<file path="src/sv/fpba_pkg.sv">
// Shared types and constants for the fit-policy block allocator.
`timescale 1ns / 1ps
`default_nettype none
package fpba_pkg;

	localparam int AMT_W      = 16;
	localparam int BLK_W      = 3;
	localparam int ACTIVE_W   = 4;
	localparam int CFG_IDX_W  = 2;
	localparam int CFG_DATA_W = 4;
	localparam int FIELDS_W   = BLK_W + AMT_W;
	localparam int DATA_W     = ((FIELDS_W + 7) / 8) * 8;
	localparam int PAD_W      = DATA_W - FIELDS_W;

	localparam logic OP_LOAD  = 1'b0;
	localparam logic OP_ALLOC = 1'b1;

	localparam logic [1:0] POL_FIRST = 2'd0;
	localparam logic [1:0] POL_BEST  = 2'd1;
	localparam logic [1:0] POL_WORST = 2'd2;

	localparam logic [CFG_IDX_W-1:0] REG_FIT_POLICY    = 2'd0;
	localparam logic [CFG_IDX_W-1:0] REG_ACTIVE_BLOCKS = 2'd1;

	localparam logic [ACTIVE_W-1:0] ACTIVE_RESET = 4'd8;

	typedef enum logic [1:0] {
		ST_IDLE,
		ST_SCAN,
		ST_FIN
	} state_t;

	typedef struct packed {
		logic valid;
		logic found;
	} tok_flags_t;

endpackage
`default_nettype wire

</file>
<file path="src/sv/fit_policy_block_allocator.sv">
// Top level of the fit-policy block allocator: cell chain, sequencer and stream ports.
//
// Usage:
// The input stream carries one word per operation. s_tuser is the opcode (load or
// allocate); s_tdata holds the block index and the amount. A load writes one
// block's free space and answers in the next cycle. An allocate sends a search
// word down a chain of NUM_BLOCKS cells, one cell per cycle; each cell compares
// its own free space with the request and keeps the better candidate under the
// current policy. The chosen block is written back as the result is registered,
// after the search word leaves the last cell and the sequencer passes through its
// finish state; the next word is taken once the sequencer is idle again and the
// result word can be replaced.
// The output stream carries one result word per operation: m_tuser is the grant
// flag and m_tdata holds the block number and the space left.
// The configuration channel writes the fit policy (index 0) and the active block
// count (index 1); it is always ready and should be used while the block is idle.
// Reset clears every block's free space to zero, sets first fit and eight active
// blocks. A stalled receiver holds the result word in the output register; the
// block takes a new word in the idle state as soon as that word can be replaced.
`timescale 1ns / 1ps
`default_nettype none
module fit_policy_block_allocator #(
	parameter int NUM_BLOCKS = 8,
	parameter int SIZE_BITS  = 16
) (
	input  wire logic                            clk,
	input  wire logic                            arst_n,
	input  wire logic                            s_tvalid,
	output logic                                 s_tready,
	input  wire logic [fpba_pkg::DATA_W-1:0]     s_tdata,   // block_index, amount, zero pad
	input  wire logic                            s_tuser,   // opcode
	output logic                                 m_tvalid,
	input  wire logic                            m_tready,
	output logic [fpba_pkg::DATA_W-1:0]          m_tdata,   // block_number, space_left, zero pad
	output logic                                 m_tuser,   // granted
	input  wire logic                            cfg_valid,
	output logic                                 cfg_ready,
	input  wire logic [fpba_pkg::CFG_IDX_W-1:0]  cfg_index,
	input  wire logic [fpba_pkg::CFG_DATA_W-1:0] cfg_data
);

	localparam int IDX_W = (NUM_BLOCKS > 1) ? $clog2(NUM_BLOCKS) : 1;

	fpba_pkg::state_t state_q, state_nx;

	logic [1:0]                    policy_q;
	logic [fpba_pkg::ACTIVE_W-1:0] active_q;
	logic [SIZE_BITS-1:0]          amt_q;
	logic                          fin_found_q;
	logic [IDX_W-1:0]              fin_pick_q;
	logic [SIZE_BITS-1:0]          fin_best_q;
	logic                          out_valid_q;
	logic                          out_granted_q;
	logic [fpba_pkg::BLK_W-1:0]    out_block_q;
	logic [fpba_pkg::AMT_W-1:0]    out_space_q;

	logic                          s_accept;
	logic                          out_free;
	logic [fpba_pkg::BLK_W-1:0]    ld_idx;
	logic [31:0]                   ld_amt_ext;
	logic [SIZE_BITS-1:0]          ld_amt;
	logic                          ld_ok;
	logic [31:0]                   ld_idx_ext;
	logic [SIZE_BITS-1:0]          amt_cur;

	logic                          wr_en;
	logic [IDX_W-1:0]              wr_idx;
	logic [SIZE_BITS-1:0]          wr_data;
	logic                          out_load;
	logic                          nx_granted;
	logic [fpba_pkg::BLK_W-1:0]    nx_block;
	logic [fpba_pkg::AMT_W-1:0]    nx_space;
	logic [31:0]                   wr_data_ext;
	logic [31:0]                   fin_pick_ext;

	fpba_pkg::tok_flags_t          tok_chain  [0:NUM_BLOCKS];
	logic [IDX_W-1:0]              pick_chain [0:NUM_BLOCKS];
	logic [SIZE_BITS-1:0]          best_chain [0:NUM_BLOCKS];

	assign out_free   = !out_valid_q || m_tready;
	assign s_tready   = (state_q == fpba_pkg::ST_IDLE) && out_free;
	assign s_accept   = s_tvalid && s_tready;
	assign cfg_ready  = 1'b1;

	assign ld_idx     = s_tdata[fpba_pkg::BLK_W-1:0];
	assign ld_amt     = SIZE_BITS'(s_tdata[fpba_pkg::FIELDS_W-1:fpba_pkg::BLK_W]);
	assign ld_amt_ext = 32'(ld_amt);
	assign ld_idx_ext = 32'(ld_idx);
	assign ld_ok      = int'(ld_idx) < NUM_BLOCKS;
	assign amt_cur    = (state_q == fpba_pkg::ST_IDLE) ? ld_amt : amt_q;

	assign tok_chain[0].valid = s_accept && (s_tuser == fpba_pkg::OP_ALLOC);
	assign tok_chain[0].found = 1'b0;
	assign pick_chain[0]      = '0;
	assign best_chain[0]      = '0;

	for (genvar g = 0; g < NUM_BLOCKS; g++) begin : g_cell
		fpba_cell #(
			.SIZE_BITS (SIZE_BITS),
			.IDX_W     (IDX_W),
			.CELL_IDX  (g)
		) u_cell (
			.clk           (clk),
			.arst_n        (arst_n),
			.policy        (policy_q),
			.active_blocks (active_q),
			.amount        (amt_cur),
			.wr_en         (wr_en),
			.wr_idx        (wr_idx),
			.wr_data       (wr_data),
			.tok_in        (tok_chain[g]),
			.pick_in       (pick_chain[g]),
			.best_in       (best_chain[g]),
			.tok_out       (tok_chain[g+1]),
			.pick_out      (pick_chain[g+1]),
			.best_out      (best_chain[g+1])
		);
	end

	always_comb begin
		state_nx = state_q;
		case (state_q)
			fpba_pkg::ST_IDLE: begin
				if (s_accept && (s_tuser == fpba_pkg::OP_ALLOC)) begin
					state_nx = fpba_pkg::ST_SCAN;
				end
			end
			fpba_pkg::ST_SCAN: begin
				if (tok_chain[NUM_BLOCKS].valid) begin
					state_nx = fpba_pkg::ST_FIN;
				end
			end
			fpba_pkg::ST_FIN: begin
				if (out_free) begin
					state_nx = fpba_pkg::ST_IDLE;
				end
			end
			default: state_nx = fpba_pkg::ST_IDLE;
		endcase
	end

	always_comb begin
		wr_en        = 1'b0;
		wr_idx       = fin_pick_q;
		wr_data      = fin_best_q - amt_q;
		out_load     = 1'b0;
		nx_granted   = 1'b0;
		nx_block     = '0;
		nx_space     = '0;
		wr_data_ext  = 32'(fin_best_q - amt_q);
		fin_pick_ext = 32'(fin_pick_q);
		case (state_q)
			fpba_pkg::ST_IDLE: begin
				if (s_accept && (s_tuser == fpba_pkg::OP_LOAD)) begin
					out_load = 1'b1;
					if (ld_ok) begin
						wr_en      = 1'b1;
						wr_idx     = ld_idx_ext[IDX_W-1:0];
						wr_data    = ld_amt;
						nx_granted = 1'b1;
						nx_block   = ld_idx;
						nx_space   = ld_amt_ext[fpba_pkg::AMT_W-1:0];
					end
				end
			end
			fpba_pkg::ST_FIN: begin
				if (out_free) begin
					out_load = 1'b1;
					if (fin_found_q) begin
						wr_en      = 1'b1;
						nx_granted = 1'b1;
						nx_block   = fin_pick_ext[fpba_pkg::BLK_W-1:0];
						nx_space   = wr_data_ext[fpba_pkg::AMT_W-1:0];
					end
				end
			end
			default: begin
				out_load = 1'b0;
			end
		endcase
	end

	always_ff @(posedge clk or negedge arst_n) begin
		if (!arst_n) begin
			state_q     <= fpba_pkg::ST_IDLE;
			policy_q    <= fpba_pkg::POL_FIRST;
			active_q    <= fpba_pkg::ACTIVE_RESET;
			out_valid_q <= 1'b0;
		end else begin
			state_q <= state_nx;
			if (cfg_valid && cfg_ready) begin
				if (cfg_index == fpba_pkg::REG_FIT_POLICY) begin
					policy_q <= cfg_data[1:0];
				end else if (cfg_index == fpba_pkg::REG_ACTIVE_BLOCKS) begin
					active_q <= cfg_data;
				end
			end
			if (out_load) begin
				out_valid_q <= 1'b1;
			end else if (m_tready) begin
				out_valid_q <= 1'b0;
			end
		end
	end

	always_ff @(posedge clk) begin
		if (s_accept) begin
			amt_q <= ld_amt;
		end
		if ((state_q == fpba_pkg::ST_SCAN) && tok_chain[NUM_BLOCKS].valid) begin
			fin_found_q <= tok_chain[NUM_BLOCKS].found;
			fin_pick_q  <= pick_chain[NUM_BLOCKS];
			fin_best_q  <= best_chain[NUM_BLOCKS];
		end
		if (out_load) begin
			out_granted_q <= nx_granted;
			out_block_q   <= nx_block;
			out_space_q   <= nx_space;
		end
	end

	assign m_tvalid = out_valid_q;
	assign m_tuser  = out_granted_q;
	assign m_tdata  = {{fpba_pkg::PAD_W{1'b0}}, out_space_q, out_block_q};

endmodule
`default_nettype wire

</file>
<file path="src/sv/fpba_cell.sv">
// One allocator cell: holds one block's free space and refines the passing search word.
`timescale 1ns / 1ps
`default_nettype none
module fpba_cell #(
	parameter int SIZE_BITS = 16,
	parameter int IDX_W     = 3,
	parameter int CELL_IDX  = 0
) (
	input  wire logic                          clk,
	input  wire logic                          arst_n,
	input  wire logic [1:0]                    policy,
	input  wire logic [fpba_pkg::ACTIVE_W-1:0] active_blocks,
	input  wire logic [SIZE_BITS-1:0]          amount,
	input  wire logic                          wr_en,
	input  wire logic [IDX_W-1:0]              wr_idx,
	input  wire logic [SIZE_BITS-1:0]          wr_data,
	input  wire fpba_pkg::tok_flags_t          tok_in,
	input  wire logic [IDX_W-1:0]              pick_in,
	input  wire logic [SIZE_BITS-1:0]          best_in,
	output fpba_pkg::tok_flags_t               tok_out,
	output logic [IDX_W-1:0]                   pick_out,
	output logic [SIZE_BITS-1:0]               best_out
);

	localparam logic [IDX_W-1:0] MY_IDX = IDX_W'(CELL_IDX);

	logic [SIZE_BITS-1:0] space_q;
	fpba_pkg::tok_flags_t tok_q;
	logic [IDX_W-1:0]     pick_q;
	logic [SIZE_BITS-1:0] best_q;
	logic                 fits;
	logic                 take;

	always_comb begin
		fits = tok_in.valid && (int'(active_blocks) > CELL_IDX) && (space_q >= amount);
		take = 1'b0;
		if (fits) begin
			if (!tok_in.found) begin
				take = 1'b1;
			end else if (policy == fpba_pkg::POL_BEST) begin
				take = space_q < best_in;
			end else if (policy == fpba_pkg::POL_WORST) begin
				take = space_q > best_in;
			end
		end
	end

	always_ff @(posedge clk or negedge arst_n) begin
		if (!arst_n) begin
			space_q <= '0;
			tok_q   <= '0;
		end else begin
			if (wr_en && (wr_idx == MY_IDX)) begin
				space_q <= wr_data;
			end
			tok_q.valid <= tok_in.valid;
			tok_q.found <= tok_in.found || take;
		end
	end

	always_ff @(posedge clk) begin
		pick_q <= take ? MY_IDX : pick_in;
		best_q <= take ? space_q : best_in;
	end

	assign tok_out  = tok_q;
	assign pick_out = pick_q;
	assign best_out = best_q;

endmodule
`default_nettype wire

</file>
<file path="config.mk">
export PLATFORM = sky130hd
export DESIGN_NAME = fit_policy_block_allocator
export DESIGN_NICKNAME = d
export VERILOG_FILES = /design/src/sv/fpba_pkg.sv /design/src/sv/fit_policy_block_allocator.sv /design/src/sv/fpba_cell.sv
export SDC_FILE = /design/constraint.sdc
export NUM_CORES = 1
export LEC_CHECK = 0
export ABC_CLOCK_PERIOD_IN_PS = 4100
export BUFFER_PORTS_ARGS = -buffer_cell sky130_fd_sc_hd__buf_2
export CAP_MARGIN = 40
export CORE_MARGIN = 10
export CORE_UTILIZATION = 50
export CTS_CLUSTER_DIAMETER = 150
export DETAILED_ROUTE_END_ITERATION = 6
export PLACE_DENSITY = 0.66
export RECOVER_POWER = 25
export SLEW_MARGIN = 15
export SYNTH_ARGS = -nofsm -noshare
export SYNTH_HDL_FRONTEND = slang
export SYNTH_HIERARCHICAL = 1
export SYNTH_SLANG_ARGS = --single-unit
</file>
<file path="constraint.sdc">
create_clock -name clk -period 4.1 [get_ports clk]
set_clock_uncertainty 0.05 [all_clocks]
set_input_delay 0.205 -clock clk [delete_from_list [all_inputs] [get_ports clk]]
set_output_delay 0.205 -clock clk [all_outputs]
set_load 0.02 [all_outputs]
</file>
# After elaboration in Yosys (flattened, before gate mapping)

Cells that the tools add are included.

Add/subtract/negate cells: 2
Multipliers: 0
Divide/modulo/power cells: 0
Order comparisons: 30
Equal/unequal tests: 15
Shifts and indexed selects: 0
Multiplexer cells: 61
Bitwise logic cells: 2
Reductions and logical operators: 45

Operators with widths:

| cell                                                                   | count |
|---|---|
| 16-bit 2-to-1 mux                                                      | 13 |
| 16-bit greater-or-equal comparator                                     | 8 |
| 16-bit > comparator                                                    | 7 |
| 16-bit < comparator                                                    | 7 |
| 1-bit 2-to-1 mux                                                       | 35 |
| 16-bit case mux with 2 select lines                                    | 1 |
| 16-bit subtractor                                                      | 2 |
| 1-bit logical AND                                                      | 29 |
| 4-bit by 3-bit > comparator with 1-bit output (second input constant)  | 4 |
| 3-bit 2-to-1 mux                                                       | 5 |
| 3-bit equality test (second input constant)                            | 4 |
| 4-bit by 1-bit > comparator with 1-bit output (second input constant)  | 2 |
| 4-bit by 2-bit > comparator with 1-bit output (second input constant)  | 2 |
| 1-bit logical OR                                                       | 8 |
| 2-bit by 1-bit equality test with 1-bit output (second input constant) | 3 |
| 3-bit by 2-bit equality test with 1-bit output (second input constant) | 2 |
| 2-bit 2-to-1 mux                                                       | 3 |
| 2-bit case mux with 3 select lines                                     | 1 |
| 3-bit case mux with 2 select lines                                     | 1 |
| 3-bit AND reduction                                                    | 2 |
| 2-bit equality test (second input constant)                            | 2 |
| 2-bit zero test                                                        | 2 |
| 2-bit by 1-bit != test with 1-bit output (second input constant)       | 2 |
| 1-bit case mux with 2 select lines                                     | 2 |
| 7 further kinds                                                        | 8 |

Register bits: 354
Latch bits: 0
RAM bits: 0
Memory bits (read-only): 0
Input bits: 36
Output and inout bits: 28
Word-level logic and storage cells: 205
Memories: 0

# Longest topological paths before layout

Word-level depth: 9
Gate-level depth with buffers: 15
Gate-level depth less buffers: 11

# By module

Netlist, hierarchy kept.

By module, submodules not included:

| module                            | instances | cells each | area each (sq um) |
|---|---|---|---|
| fpba_cell at g_cell[5].u_cell ... | 2         | 194        | 2119.5 |
| fit_policy_block_allocator        | 1         | 313        | 3423.3 |
| fpba_cell at g_cell[3].u_cell     | 1         | 287        | 2628.8 |
| fpba_cell at g_cell[1].u_cell     | 1         | 303        | 2623.8 |
| fpba_cell at g_cell[2].u_cell     | 1         | 196        | 2123.3 |
| fpba_cell at g_cell[0].u_cell     | 1         | 194        | 2120.8 |
| fpba_cell at g_cell[4].u_cell     | 1         | 196        | 2118.3 |
| fpba_cell at g_cell[7].u_cell     | 1         | 193        | 2109.5 |

# Worst setup path after synthesis

Ideal clock, no wire load.

Kind: flip-flop to flip-flop
Start point: reg state_q[1]
End point: reg g_cell[0].u_cell.best_q[10]
Library setup time: 121 ps
Arrival time: 3343 ps
Required time: 3929 ps
Setup slack: 586 ps
Stages on the path, launching flop included: 16
Buffers on the path: 4
Clock period less this slack: 3514 ps
Cell sequence: dfrtp_1 -> nor2_1 -> clkbuf_1 -> buf_1 -> nand2_1 -> o21ai_0 -> inv_1 -> ha_1 -> nor2b_1 -> o211a_1 -> o311a_1 -> o31ai_2 -> nor3b_1 -> buf_6 -> buf_6 -> mux2_4

RTL lines:

| item                               | line                              | source |
|---|---|---|
| start, declared                    | fit_policy_block_allocator.sv:44  | `fpba_pkg::state_t state_q, state_nx;` |
| start signal, assigned             | fit_policy_block_allocator.sv:185 | `state_q <= fpba_pkg::ST_IDLE;` |
| start signal, assigned             | fit_policy_block_allocator.sv:190 | `state_q <= state_nx;` |
| 2-bit zero test                    | fit_policy_block_allocator.sv:90  | `assign amt_cur = (state_q == fpba_pkg::ST_IDLE) ? ld_amt : amt_q;` |
| 16-bit 2-to-1 mux                  | fit_policy_block_allocator.sv:90  |  |
| net amt_cur[1]                     | fit_policy_block_allocator.sv:64  | `logic [SIZE_BITS-1:0] amt_cur;` |
| 16-bit greater-or-equal comparator | fpba_cell.sv:35                   | `fits = tok_in.valid && (int'(active_blocks) > CELL_IDX) && (space_q >= amount);` |
| 1-bit logical AND                  | fpba_cell.sv:35                   |  |
| 1-bit 2-to-1 mux                   | fpba_cell.sv:37                   | `if (fits) begin` |
| end signal, assigned               | fpba_cell.sv:63                   | `best_q <= take ? space_q : best_in;` |
| end, declared                      | fpba_cell.sv:30                   | `logic [SIZE_BITS-1:0] best_q;` |

The timed path passes the listed nets, and every way through them passes these cells.
A chain may end at the register's enable or synchronous reset.

# Worst setup path after layout

Start point: reg state_q[1]
End point: reg g_cell[3].u_cell.best_q[5]

Cells in the longest elaborated chain, start to end: 6

Ends and longest elaborated chain:

| item                               | line |
|---|---|
| 2-bit zero test                    | fit_policy_block_allocator.sv:90 |
| 16-bit 2-to-1 mux                  | fit_policy_block_allocator.sv:90 |
| net amt_cur[0]                     | fit_policy_block_allocator.sv:64 |
| 16-bit greater-or-equal comparator | fpba_cell.sv:35 |
| 1-bit logical AND                  | fpba_cell.sv:35 |
| 1-bit 2-to-1 mux                   | fpba_cell.sv:37 |
| 16-bit 2-to-1 mux                  | fpba_cell.sv:63 |
| end signal, assigned               | fpba_cell.sv:63 |
| end, declared                      | fpba_cell.sv:30 |

The timed path passes the listed nets, and every way through them passes these cells.

==> impl_metrics.json <==
{
  "cts_tree": "yes",
  "ant_nets": 0,
  "grt_max_degree": 68,
  "core_area_um2": 42100,
  "cpMaxStageDelayCell": "o311ai_0",
  "cts_sinks": 361,
  "relSlewSlack": -0.223,
  "post_cts_resized": 0,
  "vdd_drop_max_uv": 373,
  "remaining_drc_errors": 0,
  "antenna_found_initial": 2,
  "rsz0062_at_grt": "no",
  "whs_ps": 191,
  "htreeDepth": 2,
  "end_kind": "flip-flop",
  "num_vias": 16400,
  "clock_path_buffers": 3,
  "clkLatencyLatePin_ps": 570,
  "final-setup-viol-count": 0,
  "routed_wl_um": 62600,
  "first_pass_iters": 5,
  "synth_cells": 2070,
  "final_cells": 2824,
  "drive_gt1_frac": 0.212,
  "grt_usage": 0.244,
  "multi_input_area_um2": 11500,
  "grt_pass1_vias": 16400,
  "regArea_um2": 8550,
  "ys_ff_latch": 361,
  "cts_inserted_buffers": 39,
  "postLayoutCoreUtil": 0.580,
  "min_path_type": "input pin to flip-flop",
  "ys_seq_area_frac": 0.400,
  "yosys.cell_types.count": 76,
  "cts_root_buf": "clkbuf_16",
  "cp-start-kind": "flip-flop",
  "routabilityCongestion": 0.897,
  "path_class": "flip-flop to flip-flop",
  "grt_pass1_wl_um": 95300,
  "die_w_um": 227,
  "leakagePower_nw": 11.7,
  "cp.required_ps": 4440,
  "grt-ovfl-total": 0,
  "synth_edf_count": 56,
  "violations": "max-capacitance violations, max-slew violations",
  "critPathArrivalTime_ps": 4270,
  "max_cap_violations": 2,
  "start_util": 0.508,
  "die_area_um2": 51400,
  "synth.top_cell.area_share": 0.178,
  "synthArstFlopShare": 0.424,
  "die_h_um": 227,
  "p_per_area_nw_per_um2": 765,
  "ioPinCount": 64,
  "io_buffers": 52,
  "nNetsFinal": 2560,
  "cts_hold_buf": 30,
  "yosys-top-cells-area": "dfrtp_1 18%, ha_1 16%, dfxtp_1 14%",
  "hold_viol_final": 0,
  "outcome": "finished with violations",
  "synth.avg_cell_area_um2": 10.3,
  "slew_viol_final": 134,
  "cp_top_family": "simple AND/OR/NAND/NOR gates",
  "crit_path_max_fanout": 27,
  "tightest_slew_ps": 1830,
  "num_rows": 75,
  "drt-initial-drc-count": 1049,
  "dp.cells": 2717,
  "fin_crit_ps": 3920,
  "wl_per_cell_um": 22.2,
  "place_hpwl_um": 46000,
  "via_per_inst": 5.80,
  "clock.fmax_ghz": 0.255,
  "clk_pin_slew_worst_paths_ps": 60,
  "yosysWarnings": 6,
  "finalSetupTns_ps": 0,
  "cp.buffers_inverters": 2,
  "ys.flop_type": "dfxtp_1",
  "crit_chain": "nor2_2 > buf_12 > mux2_2 > buf_4 > ha_1 > and3_1 > o21ai_0 > a311o_1 > nor4b_2 > or2_1 > o311ai_0",
  "slowest_delay_ps": 520,
  "post_cts_buffers": 0,
  "synth_area_leader_cell": "dfrtp_1",
  "syn2layout_area_growth_pct": 14.2,
  "timing.final.crit_share": 0.957,
  "fillers": 3554,
  "netlist_area_um2": 21400
}
==> per-layer routing <==
metal / track usage / wire [um]
met1: 0.300 / 26000
met2: 0.403 / 29700
met3: 0.0537 / 4360
met4: 0.111 / 2520
met5: 0 / 0
==> metrics by stage <==
stage / setup WS [ps] / total power, mW / instance area (um^2)
finish: 177 / 18.7 / 24400
global route: 81.5 / 19.9 / 24400
CTS: 165 / 18.6 / 24500
detailed placement: 169 / 14.9 / 22900
global placement: 253 / 14.4 / 22800
floorplan: 586 / 11.5 / 21500
==> flip-flops by register name (all words and copies together) (netlist names) <==
name and cells:
active_q 4, amt_q 16, fin_best_q 16, fin_found_q 1
fin_pick_q 3, g_cell.u_cell/best_out 128, g_cell.u_cell/pick_out 24, g_cell.u_cell/space_q 128
g_cell.u_cell/tok_out 16, m_tuser 1, m_tvalid 1, out_block_q 3
out_space_q 16, policy_q 2, state_q 2
==> logic make-up (layout without fill, tap and decap cells) <==
family                     after synthesis  count (layout)  share of synthesized area
adders and majority gates              273             273                      0.160
muxes                                  248             248                      0.139
AOI/OAI and AO/OA                      396             396                      0.124
xor gates and xnor gates                15              15                    0.00614
buffers and inverters                  377             546                     0.0739
and+or+nand+nor                        398             398                     0.0964
other                                    2              48                   0.000351
DFF                                    361             361                      0.400
==> worst min-delay path, stage by stage <==
cell and delay [ps]:
buf_2 100, nand3b_1 250, mux2_2 210
==> cell usage in the layout (no fill, tap or decap), types with 10 or more instances in the layout <==
master           n
ha_1           272
buf_4           72
dfrtp_1        152
clkbuf_16       41
conb_1          44
inv_1          309
nor2_1          25
o21ai_0        111
nand4_1         57
or2_2           10
nand2_1        117
o311ai_0        16
clkbuf_1        30
buf_2           35
dfxtp_1        152
dlygate4sd3_1   30
a31oi_1         24
nand2b_1        11
mux2_4          42
o311ai_2        13
mux2_2         204
nor2b_1         31
edfxtp_1        56
o211ai_1        15
o21a_1          10
nand3_1        100
a21oi_1        107
==> synthesized netlist by cell type (11+ instances only) <==
cell type / count
nand2_1: 117
a31oi_1: 24
a21oi_1: 108
inv_1: 309
buf_2: 11
dfrtp_1: 152
edfxtp_1: 56
ha_1: 272
nor2b_1: 31
o311ai_2: 13
nor2_1: 26
dfxtp_1: 152
mux2_4: 42
nand4_1: 57
mux2_2: 204
o211ai_1: 15
o311ai_0: 17
buf_6: 17
clkbuf_1: 32
nand2b_1: 11
o21ai_0: 122
nand3_1: 100
==> cell type report <==
type	count	area share
multi-input cells	1374	0.471
flip-flops and latches	361	0.350
repair buffers	166	0.0505
clock buffers	61	0.0479
inverters	309	0.0475
well taps	539	0.0276
clock inverters	10	0.00471
diodes	4	0.000410
==> final timing paths <==
check	from	endpoint	slack, ps	depth (start not counted)
max reg2reg	state_q[1]	g_cell[3].u_cell/best_out[5]	180	11
max	state_q[1]	g_cell[3].u_cell/best_out[5]	180	11
max in group asynchronous	arst_n	state_q[1]	1090	3
min reg2reg	g_cell[5].u_cell/tok_out[1]	g_cell[6].u_cell/tok_out[1]	330	0
min in group asynchronous	arst_n	g_cell[7].u_cell/space_q[0]	440	2
min	cfg_index[0]	active_q[3]	190	3
==> report_power, final <==
part	switching (mW)	internal [mW]
Clock	1.46	2.09
Combinational	5.22	3.78
Sequential	1.18	4.94
Total	7.87	10.8
Power figures use the tool's default switching activity.
